$ cat config.mk
export PLATFORM = sky130hd
export DESIGN_NAME = allgather_halving_step_schedule_flat
export DESIGN_NICKNAME = d
export VERILOG_FILES = /design/src/hdl/ahsch_pkg.sv /design/src/hdl/ahsch_if.sv /design/src/hdl/ahsch_mod.sv /design/src/hdl/ahsch_dp.sv /design/src/hdl/ahsch_ctrl.sv /design/src/hdl/allgather_halving_step_schedule.sv /design/src/flat_wrapper.sv
export SDC_FILE = /design/constraint.sdc
export NUM_CORES = 2
export LEC_CHECK = 0
export ABC_CLOCK_PERIOD_IN_PS = 13200
export BUFFER_PORTS_ARGS = -buffer_cell sky130_fd_sc_hd__buf_2
export CAP_MARGIN = 20
export CORE_MARGIN = 2
export CORE_UTILIZATION = 50
export CTS_CLUSTER_SIZE = 25
export DETAILED_ROUTE_END_ITERATION = 12
export MAX_ROUTING_LAYER = met4
export PLACE_DENSITY = 0.66
export SYNTH_ARGS = -nofsm -noshare
export SYNTH_HDL_FRONTEND = slang
export SYNTH_SLANG_ARGS = --single-unit
$ cat constraint.sdc
create_clock -name i_clk -period 13.2 [get_ports i_clk]
set_clock_uncertainty 0.2 [all_clocks]
set_input_delay 0.66 -clock i_clk [delete_from_list [all_inputs] [get_ports i_clk]]
set_output_delay 0.66 -clock i_clk [all_outputs]
set_load 0.01 [all_outputs]
$ cat src/hdl/ahsch_pkg.sv
`timescale 1ns / 1ps
`default_nettype none
// ----------------------------------------------------------------------------
// ahsch_pkg: shared types and constants
// Widths, codes and the controller/datapath command and status structs of the
// recursive-halving all-gather step scheduler.
// ----------------------------------------------------------------------------
package ahsch_pkg;

    localparam int MAX_RANKS = 64;
    localparam int MAX_OUT   = 32;
    localparam int IDX_W     = $clog2(MAX_RANKS);       // slice / peer index
    localparam int RANK_W    = $clog2(MAX_RANKS + 1);   // rank count
    localparam int CNT_W     = $clog2(MAX_OUT + 1);     // result count
    localparam int STEP_W    = 6;
    localparam int STT_W     = 3;
    localparam int RPT_W     = 16;
    localparam int SB_W      = 32;
    localparam int OFF_W     = 48;
    localparam int CIDX_W    = 3;
    localparam int CDAT_W    = 48;
    localparam int MSTEP_W   = $clog2(RANK_W);           // modulo step counter

    typedef enum logic [CIDX_W-1:0] {
        CFG_RANK_COUNT     = 3'd0,
        CFG_OWN_POSITION   = 3'd1,
        CFG_STEP_TOTAL     = 3'd2,
        CFG_SLICE_BYTES    = 3'd3,
        CFG_SCRATCH_ORIGIN = 3'd4
    } t_cfg_idx;

    typedef enum logic {
        MOD_POS  = 1'b0,
        MOD_DIST = 1'b1
    } t_mod_sel;

    typedef struct packed {
        logic [STEP_W-1:0] step_number;
        logic [RPT_W-1:0]  repeat_index;
    } t_req;

    typedef struct packed {
        logic [IDX_W-1:0] send_peer;
        logic [IDX_W-1:0] recv_peer;
        logic [IDX_W-1:0] tx_slice;
        logic [IDX_W-1:0] rx_slice;
        logic [OFF_W-1:0] tx_offset;
        logic [OFF_W-1:0] rx_offset;
        logic             last;
        logic             bad_step;
    } t_res;

    typedef struct packed {
        logic [CIDX_W-1:0] index;
        logic [CDAT_W-1:0] value;
    } t_cfg;

    typedef struct packed {
        logic     load;
        logic     mod_start;
        t_mod_sel mod_sel;
        logic     pos_save;
        logic     dist_save;
        logic     prep;
        logic     base;
        logic     orig;
        logic     mul;
        logic     emit;
        logic     emit_bad;
    } t_cmd;

    typedef struct packed {
        logic bad;
        logic mod_done;
        logic slot_free;
        logic none_left;
        logic last;
    } t_sts;

endpackage
`default_nettype wire

$ cat src/hdl/ahsch_if.sv
`timescale 1ns / 1ps
`default_nettype none
// ----------------------------------------------------------------------------
// ahsch_if: valid/ready channels
// Request, result and register-write channels of the step scheduler.
// ----------------------------------------------------------------------------
interface ahsch_req_if;
    import ahsch_pkg::*;
    logic valid;
    logic ready;
    t_req data;
    modport source (output valid, output data, input ready);
    modport sink   (input valid, input data, output ready);
endinterface

interface ahsch_res_if;
    import ahsch_pkg::*;
    logic valid;
    logic ready;
    t_res data;
    modport source (output valid, output data, input ready);
    modport sink   (input valid, input data, output ready);
endinterface

interface ahsch_cfg_if;
    import ahsch_pkg::*;
    logic valid;
    logic ready;
    t_cfg data;
    modport source (output valid, output data, input ready);
    modport sink   (input valid, input data, output ready);
endinterface
`default_nettype wire

$ cat src/hdl/ahsch_mod.sv
`timescale 1ns / 1ps
`default_nettype none
// ----------------------------------------------------------------------------
// ahsch_mod: small restoring modulo unit
// Remainder of a RANK_W-bit value by the rank count, one bit per cycle.
// ----------------------------------------------------------------------------
module ahsch_mod
    import ahsch_pkg::*;
(
    input  wire logic              i_clk,
    input  wire logic              i_rst_n,
    input  wire logic              i_start,
    input  wire logic [RANK_W-1:0] i_dividend,
    input  wire logic [RANK_W-1:0] i_divisor,
    output logic                   o_done,
    output logic [RANK_W-1:0]      o_rem
);

    logic               r_busy;
    logic               r_done;
    logic [MSTEP_W-1:0] r_cnt;
    logic [RANK_W-1:0]  r_rem;
    logic [RANK_W-1:0]  r_dvd;
    logic [RANK_W:0]    n_trial;
    logic [RANK_W-1:0]  n_rem;

    always_comb begin
        n_trial = {r_rem, r_dvd[RANK_W-1]};
        if (n_trial >= {1'b0, i_divisor}) begin
            n_rem = RANK_W'(n_trial - {1'b0, i_divisor});
        end else begin
            n_rem = n_trial[RANK_W-1:0];
        end
    end

    always_ff @(posedge i_clk) begin
        if (!i_rst_n) begin
            r_busy <= 1'b0;
            r_done <= 1'b0;
            r_cnt  <= '0;
        end else begin
            r_done <= 1'b0;
            if (i_start) begin
                r_busy <= 1'b1;
                r_cnt  <= '0;
            end else if (r_busy) begin
                r_cnt <= r_cnt + 1'b1;
                if (r_cnt == MSTEP_W'(RANK_W - 1)) begin
                    r_busy <= 1'b0;
                    r_done <= 1'b1;
                end
            end
        end
    end

    always_ff @(posedge i_clk) begin
        if (i_start) begin
            r_rem <= '0;
            r_dvd <= i_dividend;
        end else if (r_busy) begin
            r_rem <= n_rem;
            r_dvd <= {r_dvd[RANK_W-2:0], 1'b0};
        end
    end

    assign o_done = r_done;
    assign o_rem  = r_rem;

endmodule
`default_nettype wire

$ cat src/hdl/ahsch_dp.sv
`timescale 1ns / 1ps
`default_nettype none
// ----------------------------------------------------------------------------
// ahsch_dp: scheduler datapath
// Register file, peer and slice arithmetic, offset multipliers and the
// result output register.
// ----------------------------------------------------------------------------
module ahsch_dp
    import ahsch_pkg::*;
(
    input  wire logic i_clk,
    input  wire logic i_rst_n,
    input  wire t_cmd i_cmd,
    output t_sts      o_sts,
    input  wire t_req i_req_data,
    input  wire logic i_cfg_we,
    input  wire t_cfg i_cfg_data,
    input  wire logic i_out_ready,
    output logic      o_out_valid,
    output t_res      o_out_data
);

    // registers
    logic [RANK_W-1:0] r_rank_count;
    logic [IDX_W-1:0]  r_own_position;
    logic [STT_W-1:0]  r_step_total;
    logic [SB_W-1:0]   r_slice_bytes;
    logic [OFF_W-1:0]  r_scratch_origin;

    // per-request state
    logic [STEP_W-1:0]    r_step;
    logic [RPT_W-1:0]     r_rpt;
    logic [IDX_W-1:0]     r_pos;
    logic [IDX_W-1:0]     r_dist_m;
    logic [IDX_W-1:0]     r_dist2_m;
    logic [IDX_W-1:0]     r_send_peer;
    logic [IDX_W-1:0]     r_recv_peer;
    logic [IDX_W-1:0]     r_tx;
    logic [IDX_W-1:0]     r_rx;
    logic [CNT_W-1:0]     r_left;
    logic [OFF_W-1:0]     r_prod;
    logic [OFF_W-1:0]     r_region;
    logic [SB_W+IDX_W-1:0] r_tx_prod;
    logic [SB_W+IDX_W-1:0] r_rx_prod;
    logic                 r_out_valid;
    t_res                 r_out;

    logic [RANK_W-1:0]  eff_r;
    logic [STT_W-1:0]   dist_exp;
    logic [RANK_W-1:0]  dist_pow;
    logic [RANK_W:0]    span;
    logic [RANK_W:0]    n_full;
    logic [CNT_W-1:0]   n_cnt;
    logic [RANK_W-1:0]  mod_dividend;
    logic [RANK_W-1:0]  mod_rem;
    logic               mod_done;
    logic [RANK_W:0]    dist2_raw;
    logic [RANK_W:0]    send_sum;
    logic [IDX_W-1:0]   send_peer;
    logic [IDX_W-1:0]   recv_peer;
    logic [IDX_W-1:0]   tx_next;
    logic [IDX_W-1:0]   rx_next;
    logic               slot_free;

    // rank count clamped to 1..MAX_RANKS
    always_comb begin
        if (r_rank_count == '0) begin
            eff_r = RANK_W'(1);
        end else if (r_rank_count > RANK_W'(MAX_RANKS)) begin
            eff_r = RANK_W'(MAX_RANKS);
        end else begin
            eff_r = r_rank_count;
        end
    end

    // d = 2^(steps-1-step), only meaningful when the step is in range
    assign dist_exp = STT_W'(r_step_total - STT_W'(1) - r_step[STT_W-1:0]);
    assign dist_pow = RANK_W'(1) << dist_exp;
    assign span     = (RANK_W+1)'(eff_r) - (RANK_W+1)'(1) + (RANK_W+1)'(dist_pow);
    assign n_full   = span >> (dist_exp + STT_W'(1));
    assign n_cnt    = (n_full > (RANK_W+1)'(MAX_OUT)) ? CNT_W'(MAX_OUT)
                                                      : CNT_W'(n_full);

    assign mod_dividend = (i_cmd.mod_sel == MOD_DIST) ? dist_pow
                                                      : RANK_W'(r_own_position);

    ahsch_mod u_mod (
        .i_clk      (i_clk),
        .i_rst_n    (i_rst_n),
        .i_start    (i_cmd.mod_start),
        .i_dividend (mod_dividend),
        .i_divisor  (eff_r),
        .o_done     (mod_done),
        .o_rem      (mod_rem)
    );

    // 2d mod r from d mod r: one compare and subtract
    always_comb begin
        dist2_raw = {1'b0, RANK_W'(r_dist_m)} << 1;
        if (dist2_raw >= (RANK_W+1)'(eff_r)) begin
            dist2_raw = dist2_raw - (RANK_W+1)'(eff_r);
        end
    end

    always_comb begin
        send_sum = (RANK_W+1)'(r_pos) + (RANK_W+1)'(r_dist_m);
        if (send_sum >= (RANK_W+1)'(eff_r)) begin
            send_sum = send_sum - (RANK_W+1)'(eff_r);
        end
        send_peer = IDX_W'(send_sum);
        if (r_pos >= r_dist_m) begin
            recv_peer = r_pos - r_dist_m;
        end else begin
            recv_peer = IDX_W'(RANK_W'(r_pos) + eff_r - RANK_W'(r_dist_m));
        end
    end

    // slice indices step down by 2d, wrapping in the ring
    always_comb begin
        if (r_tx >= r_dist2_m) begin
            tx_next = r_tx - r_dist2_m;
        end else begin
            tx_next = IDX_W'(RANK_W'(r_tx) + eff_r - RANK_W'(r_dist2_m));
        end
        if (r_rx >= r_dist2_m) begin
            rx_next = r_rx - r_dist2_m;
        end else begin
            rx_next = IDX_W'(RANK_W'(r_rx) + eff_r - RANK_W'(r_dist2_m));
        end
    end

    assign slot_free = !r_out_valid || i_out_ready;

    always_ff @(posedge i_clk) begin
        if (!i_rst_n) begin
            r_rank_count     <= RANK_W'(1);
            r_own_position   <= '0;
            r_step_total     <= STT_W'(1);
            r_slice_bytes    <= '0;
            r_scratch_origin <= '0;
        end else if (i_cfg_we) begin
            unique case (i_cfg_data.index)
                CFG_RANK_COUNT:     r_rank_count     <= i_cfg_data.value[RANK_W-1:0];
                CFG_OWN_POSITION:   r_own_position   <= i_cfg_data.value[IDX_W-1:0];
                CFG_STEP_TOTAL:     r_step_total     <= i_cfg_data.value[STT_W-1:0];
                CFG_SLICE_BYTES:    r_slice_bytes    <= i_cfg_data.value[SB_W-1:0];
                CFG_SCRATCH_ORIGIN: r_scratch_origin <= i_cfg_data.value[OFF_W-1:0];
                default: ;
            endcase
        end
    end

    always_ff @(posedge i_clk) begin
        if (!i_rst_n) begin
            r_left      <= '0;
            r_tx        <= '0;
            r_rx        <= '0;
            r_region    <= '0;
            r_out_valid <= 1'b0;
        end else begin
            if (i_cmd.emit || i_cmd.emit_bad) begin
                r_out_valid <= 1'b1;
            end else if (i_out_ready) begin
                r_out_valid <= 1'b0;
            end
            if (i_cmd.prep) begin
                r_left <= n_cnt;
                r_tx   <= r_pos;
                r_rx   <= recv_peer;
            end
            if (i_cmd.orig) begin
                r_region <= r_scratch_origin + r_prod;
            end
            if (i_cmd.emit) begin
                r_left <= r_left - 1'b1;
                r_tx   <= tx_next;
                r_rx   <= rx_next;
            end
        end
    end

    always_ff @(posedge i_clk) begin
        if (i_cmd.load) begin
            r_step <= i_req_data.step_number;
            r_rpt  <= i_req_data.repeat_index;
        end
        if (i_cmd.pos_save) begin
            r_pos <= IDX_W'(mod_rem);
        end
        if (i_cmd.dist_save) begin
            r_dist_m <= IDX_W'(mod_rem);
        end
        if (i_cmd.prep) begin
            r_dist2_m   <= IDX_W'(dist2_raw);
            r_send_peer <= send_peer;
            r_recv_peer <= recv_peer;
            r_prod      <= OFF_W'(r_rpt * r_slice_bytes);
        end
        if (i_cmd.base) begin
            r_prod <= OFF_W'(r_prod * eff_r);
        end
        if (i_cmd.mul) begin
            r_tx_prod <= r_slice_bytes * r_tx;
            r_rx_prod <= r_slice_bytes * r_rx;
        end
        if (i_cmd.emit) begin
            r_out.send_peer <= r_send_peer;
            r_out.recv_peer <= r_recv_peer;
            r_out.tx_slice  <= r_tx;
            r_out.rx_slice  <= r_rx;
            r_out.tx_offset <= r_region + OFF_W'(r_tx_prod);
            r_out.rx_offset <= r_region + OFF_W'(r_rx_prod);
            r_out.last      <= (r_left == CNT_W'(1));
            r_out.bad_step  <= 1'b0;
        end else if (i_cmd.emit_bad) begin
            r_out <= '{last: 1'b1, bad_step: 1'b1, default: '0};
        end
    end

    assign o_sts.bad       = (r_step >= STEP_W'(r_step_total));
    assign o_sts.mod_done  = mod_done;
    assign o_sts.slot_free = slot_free;
    assign o_sts.none_left = (r_left == '0);
    assign o_sts.last      = (r_left == CNT_W'(1));

    assign o_out_valid = r_out_valid;
    assign o_out_data  = r_out;

endmodule
`default_nettype wire

$ cat src/hdl/ahsch_ctrl.sv
`timescale 1ns / 1ps
`default_nettype none
// ----------------------------------------------------------------------------
// ahsch_ctrl: scheduler sequencer
// One-hot state machine that walks a request through setup and emission.
// ----------------------------------------------------------------------------
module ahsch_ctrl
    import ahsch_pkg::*;
(
    input  wire logic i_clk,
    input  wire logic i_rst_n,
    input  wire logic i_req_valid,
    output logic      o_req_ready,
    input  wire t_sts i_sts,
    output t_cmd      o_cmd
);

    typedef enum logic [9:0] {
        S_IDLE   = 10'b00_0000_0001,
        S_DECODE = 10'b00_0000_0010,
        S_MODP   = 10'b00_0000_0100,
        S_MODD   = 10'b00_0000_1000,
        S_PREP   = 10'b00_0001_0000,
        S_BASE   = 10'b00_0010_0000,
        S_ORIG   = 10'b00_0100_0000,
        S_MUL    = 10'b00_1000_0000,
        S_EMIT   = 10'b01_0000_0000,
        S_BADW   = 10'b10_0000_0000
    } t_state;

    t_state r_state;
    t_state n_state;

    always_comb begin
        n_state = r_state;
        o_cmd   = '0;
        unique case (r_state)
            S_IDLE: begin
                if (i_req_valid) begin
                    o_cmd.load = 1'b1;
                    n_state    = S_DECODE;
                end
            end
            S_DECODE: begin
                if (i_sts.bad) begin
                    n_state = S_BADW;
                end else begin
                    o_cmd.mod_start = 1'b1;
                    o_cmd.mod_sel   = MOD_POS;
                    n_state         = S_MODP;
                end
            end
            S_MODP: begin
                if (i_sts.mod_done) begin
                    o_cmd.pos_save  = 1'b1;
                    o_cmd.mod_start = 1'b1;
                    o_cmd.mod_sel   = MOD_DIST;
                    n_state         = S_MODD;
                end
            end
            S_MODD: begin
                o_cmd.mod_sel = MOD_DIST;
                if (i_sts.mod_done) begin
                    o_cmd.dist_save = 1'b1;
                    n_state         = S_PREP;
                end
            end
            S_PREP: begin
                o_cmd.prep = 1'b1;
                n_state    = S_BASE;
            end
            S_BASE: begin
                o_cmd.base = 1'b1;
                n_state    = S_ORIG;
            end
            S_ORIG: begin
                o_cmd.orig = 1'b1;
                n_state    = i_sts.none_left ? S_IDLE : S_MUL;
            end
            S_MUL: begin
                o_cmd.mul = 1'b1;
                n_state   = S_EMIT;
            end
            S_EMIT: begin
                if (i_sts.slot_free) begin
                    o_cmd.emit = 1'b1;
                    n_state    = i_sts.last ? S_IDLE : S_MUL;
                end
            end
            S_BADW: begin
                if (i_sts.slot_free) begin
                    o_cmd.emit_bad = 1'b1;
                    n_state        = S_IDLE;
                end
            end
            default: begin
                n_state = S_IDLE;
            end
        endcase
    end

    always_ff @(posedge i_clk) begin
        if (!i_rst_n) begin
            r_state <= S_IDLE;
        end else begin
            r_state <= n_state;
        end
    end

    assign o_req_ready = (r_state == S_IDLE);

endmodule
`default_nettype wire

$ cat src/hdl/allgather_halving_step_schedule.sv
`timescale 1ns / 1ps
`default_nettype none
// ----------------------------------------------------------------------------
// allgather_halving_step_schedule: recursive-halving all-gather step schedule
// For one rank and one step, works out the send/receive peers and emits one
// result per slice moved, with slice indices and scratch byte offsets.
// ----------------------------------------------------------------------------
//
//  channel  | dir | handshake            | carries
//  ---------+-----+----------------------+----------------------------------
//  i_req    | in  | valid / ready        | step_number, repeat_index
//  o_res    | out | valid / ready        | peers, slices, offsets, last, bad
//  i_cfg    | in  | valid / ready (=1)   | register index, write data
//
//  One request at a time. Setup runs mostly in the bit-serial modulo
//  unit, run twice (own position mod r, then distance mod r). Each result
//  then goes through the slice-size multiplies and then the load of the
//  output register. A bad step skips setup and emits one flagged result.
//  A stalled result holds in the output register and holds the sequencer.
//  Synchronous active-low reset; registers come back to their reset values.
// ----------------------------------------------------------------------------
module allgather_halving_step_schedule
    import ahsch_pkg::*;
(
    input  wire logic    i_clk,
    input  wire logic    i_rst_n,
    ahsch_req_if.sink    i_req,
    ahsch_res_if.source  o_res,
    ahsch_cfg_if.sink    i_cfg
);

    t_cmd cmd;
    t_sts sts;
    logic cfg_we;

    // register writes are always taken; the host must write only while idle, which the block does not enforce
    assign i_cfg.ready = 1'b1;
    assign cfg_we      = i_cfg.valid;

    ahsch_ctrl u_ctrl (
        .i_clk       (i_clk),
        .i_rst_n     (i_rst_n),
        .i_req_valid (i_req.valid),
        .o_req_ready (i_req.ready),
        .i_sts       (sts),
        .o_cmd       (cmd)
    );

    ahsch_dp u_dp (
        .i_clk       (i_clk),
        .i_rst_n     (i_rst_n),
        .i_cmd       (cmd),
        .o_sts       (sts),
        .i_req_data  (i_req.data),
        .i_cfg_we    (cfg_we),
        .i_cfg_data  (i_cfg.data),
        .i_out_ready (o_res.ready),
        .o_out_valid (o_res.valid),
        .o_out_data  (o_res.data)
    );

endmodule
`default_nettype wire

$ cat src/flat_wrapper.sv
// flat-port wrapper written by rule: the top's interface ports become plain ports
module allgather_halving_step_schedule_flat import ahsch_pkg::*;
  (i_clk, i_rst_n, i_req_valid, i_req_data, i_req_ready, o_res_valid, o_res_data, o_res_ready, i_cfg_valid, i_cfg_data, i_cfg_ready);
  ahsch_req_if i_req_i ();
  ahsch_res_if o_res_i ();
  ahsch_cfg_if i_cfg_i ();
  input  wire logic i_clk;
  input  wire logic i_rst_n;
  input wire logic [$bits(i_req_i.valid)-1:0] i_req_valid;
  input wire logic [$bits(i_req_i.data)-1:0] i_req_data;
  output wire logic [$bits(i_req_i.ready)-1:0] i_req_ready;
  output wire logic [$bits(o_res_i.valid)-1:0] o_res_valid;
  output wire logic [$bits(o_res_i.data)-1:0] o_res_data;
  input wire logic [$bits(o_res_i.ready)-1:0] o_res_ready;
  input wire logic [$bits(i_cfg_i.valid)-1:0] i_cfg_valid;
  input wire logic [$bits(i_cfg_i.data)-1:0] i_cfg_data;
  output wire logic [$bits(i_cfg_i.ready)-1:0] i_cfg_ready;
  assign i_req_i.valid = i_req_valid;
  assign i_req_i.data = i_req_data;
  assign i_req_ready = i_req_i.ready;
  assign o_res_valid = o_res_i.valid;
  assign o_res_data = o_res_i.data;
  assign o_res_i.ready = o_res_ready;
  assign i_cfg_i.valid = i_cfg_valid;
  assign i_cfg_i.data = i_cfg_data;
  assign i_cfg_ready = i_cfg_i.ready;
  allgather_halving_step_schedule u_core (.i_clk(i_clk), .i_rst_n(i_rst_n), .i_req(i_req_i), .o_res(o_res_i), .i_cfg(i_cfg_i));
endmodule
==> results.json <==
{
  "cts_tree": "yes",
  "first_global_vias": 51400,
  "grt.overflow.total": 0,
  "drtAntennaViolNets": 0,
  "vias": 50400,
  "yosys_register_bits": 490,
  "finalWirelength_um": 183000,
  "worst_pin_slew_ns": 1.09,
  "ys_top_cells_by_area": "fa_1, edfxtp_1, ha_1, nand2_1, inv_1",
  "ctsRootBufferMaster": "clkbuf_16",
  "finalCritPeriodShare_pct": 57.9,
  "drc": 0,
  "cts-buffers-inserted": 58,
  "layout-drive-gt1-share_pct": 6.26,
  "rsz0062_at_grt": "no",
  "hold_path_class": "primary input to register",
  "power.density_nw_per_um2": 59.9,
  "tns_ns": 0,
  "synth_top_area_share_pct": 28.3,
  "path_clk_slew_ns": 0.07,
  "p_leak_nw": 32.2,
  "syn_area_per_cell_um2": 8.88,
  "die_w_um": 361,
  "cts.sinks": 490,
  "place.gp.congestion": 0.973,
  "power.total_mw": 4.10,
  "htree_levels": 2,
  "viasPerCell": 5.66,
  "cp.arrival_ns": 7.90,
  "synthArstFlopShare_pct": 0,
  "io_buffers": 201,
  "wl_per_cell_um": 20.5,
  "syn-instance-count": 7159,
  "die_y_um": 361,
  "final_cells": 8904,
  "cp_max_fo": 43,
  "seq_area_frac_synth_pct": 20.2,
  "synth_edf_count": 304,
  "synth_area_um2": 63600,
  "num_io_pins": 203,
  "vdd_drop_max_mv": 0.109,
  "maxSlewHeadroom_pct": 26.8,
  "synth_warnings": 0,
  "critPathLaunchType": "register",
  "hold_viol_final": 0,
  "yosys.area.top_type": "fa_1",
  "start_util_pct": 50.5,
  "cp-end-kind": "register",
  "grtUsageTotal_pct": 29.2,
  "grt_pass1_wl_um": 290000,
  "clkLatencyLatePin_ns": 0.73,
  "syn_nets": 8613,
  "first_iter_violations": 4086,
  "antenna_found_initial": 10,
  "period_needed_ns": 7.65,
  "drv_cap": 0,
  "final_util_pct": 54.4,
  "first_pass_iters": 6,
  "clockBufferDepth": 3,
  "synth.distinct_cells": 99,
  "fp.coreArea_um2": 126000,
  "setup_viol": 0,
  "nets": 8654,
  "ys.flop_type": "edfxtp_1",
  "drv_slew": 0,
  "grt_max_degree": 103,
  "syn2layout_area_growth_pct": 7.74,
  "criticalPathCategory": "register to register",
  "dp_hpwl_um": 140000,
  "postCtsSetupRepairBufs": 0,
  "status": "finished, final reports clean",
  "dieArea_um2": 130000,
  "dp_cells": 8750,
  "max_freq_mhz": 131,
  "row_count": 130,
  "worstPathRequired_ns": 13.45
}
layer usage:
metal  GRT usage (%)  part of all wire, %
met1            39.3                   43
met2            44.5                   45
met3            4.09                  8.1
met4            11.9                  4.6
met5               -                    0
path summary, 6_finish.rpt:
check / cells past startpoint / start / slack, ns / to
setup / recovery: 23 / u_core.u_dp.r_rank_count[6] / 5.55 / u_core.u_dp.r_prod[41]
hold / removal: 3 / i_cfg_data[3] / 0.09 / u_core.u_dp.r_rank_count[3]
setup reg to reg: 23 / u_core.u_dp.r_rank_count[6] / 5.55 / u_core.u_dp.r_prod[41]
hold reg to reg: 2 / u_core.u_dp.r_scratch_origin[26] / 0.26 / u_core.u_dp.r_scratch_origin[26]
layout make-up:
type | instances | area, um^2
antenna | 4 | 10.0
multi-input combinational | 5277 | 45600
inverter | 1048 | 3940
fill | 11600 | 57400
sequential | 490 | 12900
timing repair buffer | 325 | 2050
clock buffer | 73 | 1610
clock inverter | 37 | 408
tap | 1650 | 2060
registers in the layout, summed over array words and instances (netlist names), 7 cells and up:
| name | cells |
|---|---|
| u_core.u_dp.r_rx_prod | 38 |
| u_core.u_dp.r_region | 48 |
| u_core.u_dp.r_rank_count | 7 |
| u_core.u_dp.r_tx_prod | 38 |
| u_core.u_dp.u_mod.o_rem | 7 |
| u_core.u_dp.r_slice_bytes | 32 |
| u_core.u_dp.o_out_data | 122 |
| u_core.u_dp.r_prod | 48 |
| u_core.u_ctrl.r_state | 10 |
| u_core.u_dp.u_mod.r_dvd | 7 |
| u_core.u_dp.r_scratch_origin | 48 |
| u_core.u_dp.r_rpt | 16 |
stage by stage:
step	hold WS [ns]	instance area (um^2)	setup WS, ns
3_3_place_gp	0.249	66100	5.77
5_1_grt	0.0657	68500	5.18
2_1_floorplan	0.240	63600	5.63
4_1_cts	0.0457	68500	5.68
6_report	0.0899	68500	5.55
3_5_place_dp	0.254	66100	5.66
cells in the mapped netlist (all sizes together), types with 22 or more instances:
library cell and number:
nand2b 40, nand3 71, nor2 337, o21ai 204
o21bai 54, xnor2 189, a21oi 460, nand2 1209
edfxtp 304, inv 1047, xor2 131, o211ai 22
a21o 195, nand4 29, and3 45, and2 462
ha 477, o21a 39, clkbuf 324, nor3 45
fa 899, dfxtp 186, mux2i 30, a31oi 33
nor2b 52, a211oi 40
cell usage in the layout, fill, tap and decap left out, types with 31 or more instances in the layout:
cell type      instances
edfxtp_1             304
o21ai_0              174
clkbuf_16             59
o21bai_1              53
buf_4                 84
o21a_1                37
xor2_1               131
ha_1                 477
nand3_1               69
fa_1                 899
a211oi_1              39
nor2_1               337
a21o_1               193
xnor2_1              189
dlygate4sd3_1         39
buf_2                201
nor3_1                43
nand2b_1              40
a21oi_1              457
and3_1                43
nor2b_1               46
nand2_1             1208
dfxtp_1              185
and2_1               461
inv_1               1046
a31oi_1               31
worst max-delay path: stages (launching register included):
cell	delay, ns
dfxtp_1	0.56
buf_4	0.38
nor2b_4	0.76
inv_1	0.53
nor2_1	0.22
ha_1	0.18
inv_1	0.06
fa_1	0.53
inv_1	0.06
fa_1	0.48
inv_1	0.05
fa_1	0.47
inv_1	0.05
ha_1	0.31
o31a_1	0.35
a311o_1	0.39
o211ai_2	0.37
o41a_2	0.23
o21ai_1	0.13
a311oi_2	0.38
o21ai_1	0.10
a21oi_1	0.29
xor2_1	0.17
mux2i_1	0.08
cells by family after synthesis:
family                   Yosys count  synth area share [%]
AND/OR/NAND/NOR                 2363                  17.1
adder cells (fa/ha/maj)         1376                  37.7
XOR/XNOR                         320                  4.41
other                              1               0.00590
AO/OA/AOI/OAI                   1185                  11.9
buffers and inverters           1392                  8.23
multiplexers                      32                 0.508
flip-flops                       490                  20.2
power by group:
| part | leakage, nW | total, mW | switching [mW] | internal [mW] |
|---|---|---|---|---|
| Combinational | 27.0 | 0.750 | 0.475 | 0.275 |
| Clock | 0.979 | 1.69 | 0.735 | 0.955 |
| Sequential | 4.28 | 1.66 | 0.0181 | 1.64 |
| Total | 32.2 | 4.10 | 1.23 | 2.87 |
what timing repair did:
item                                   4_1_cts  5_1_grt
hold buffers                                39        0
endpoints found under the hold margin       39        0
gates resized for setup                      0        0
(Power assumes the default switching activity.)
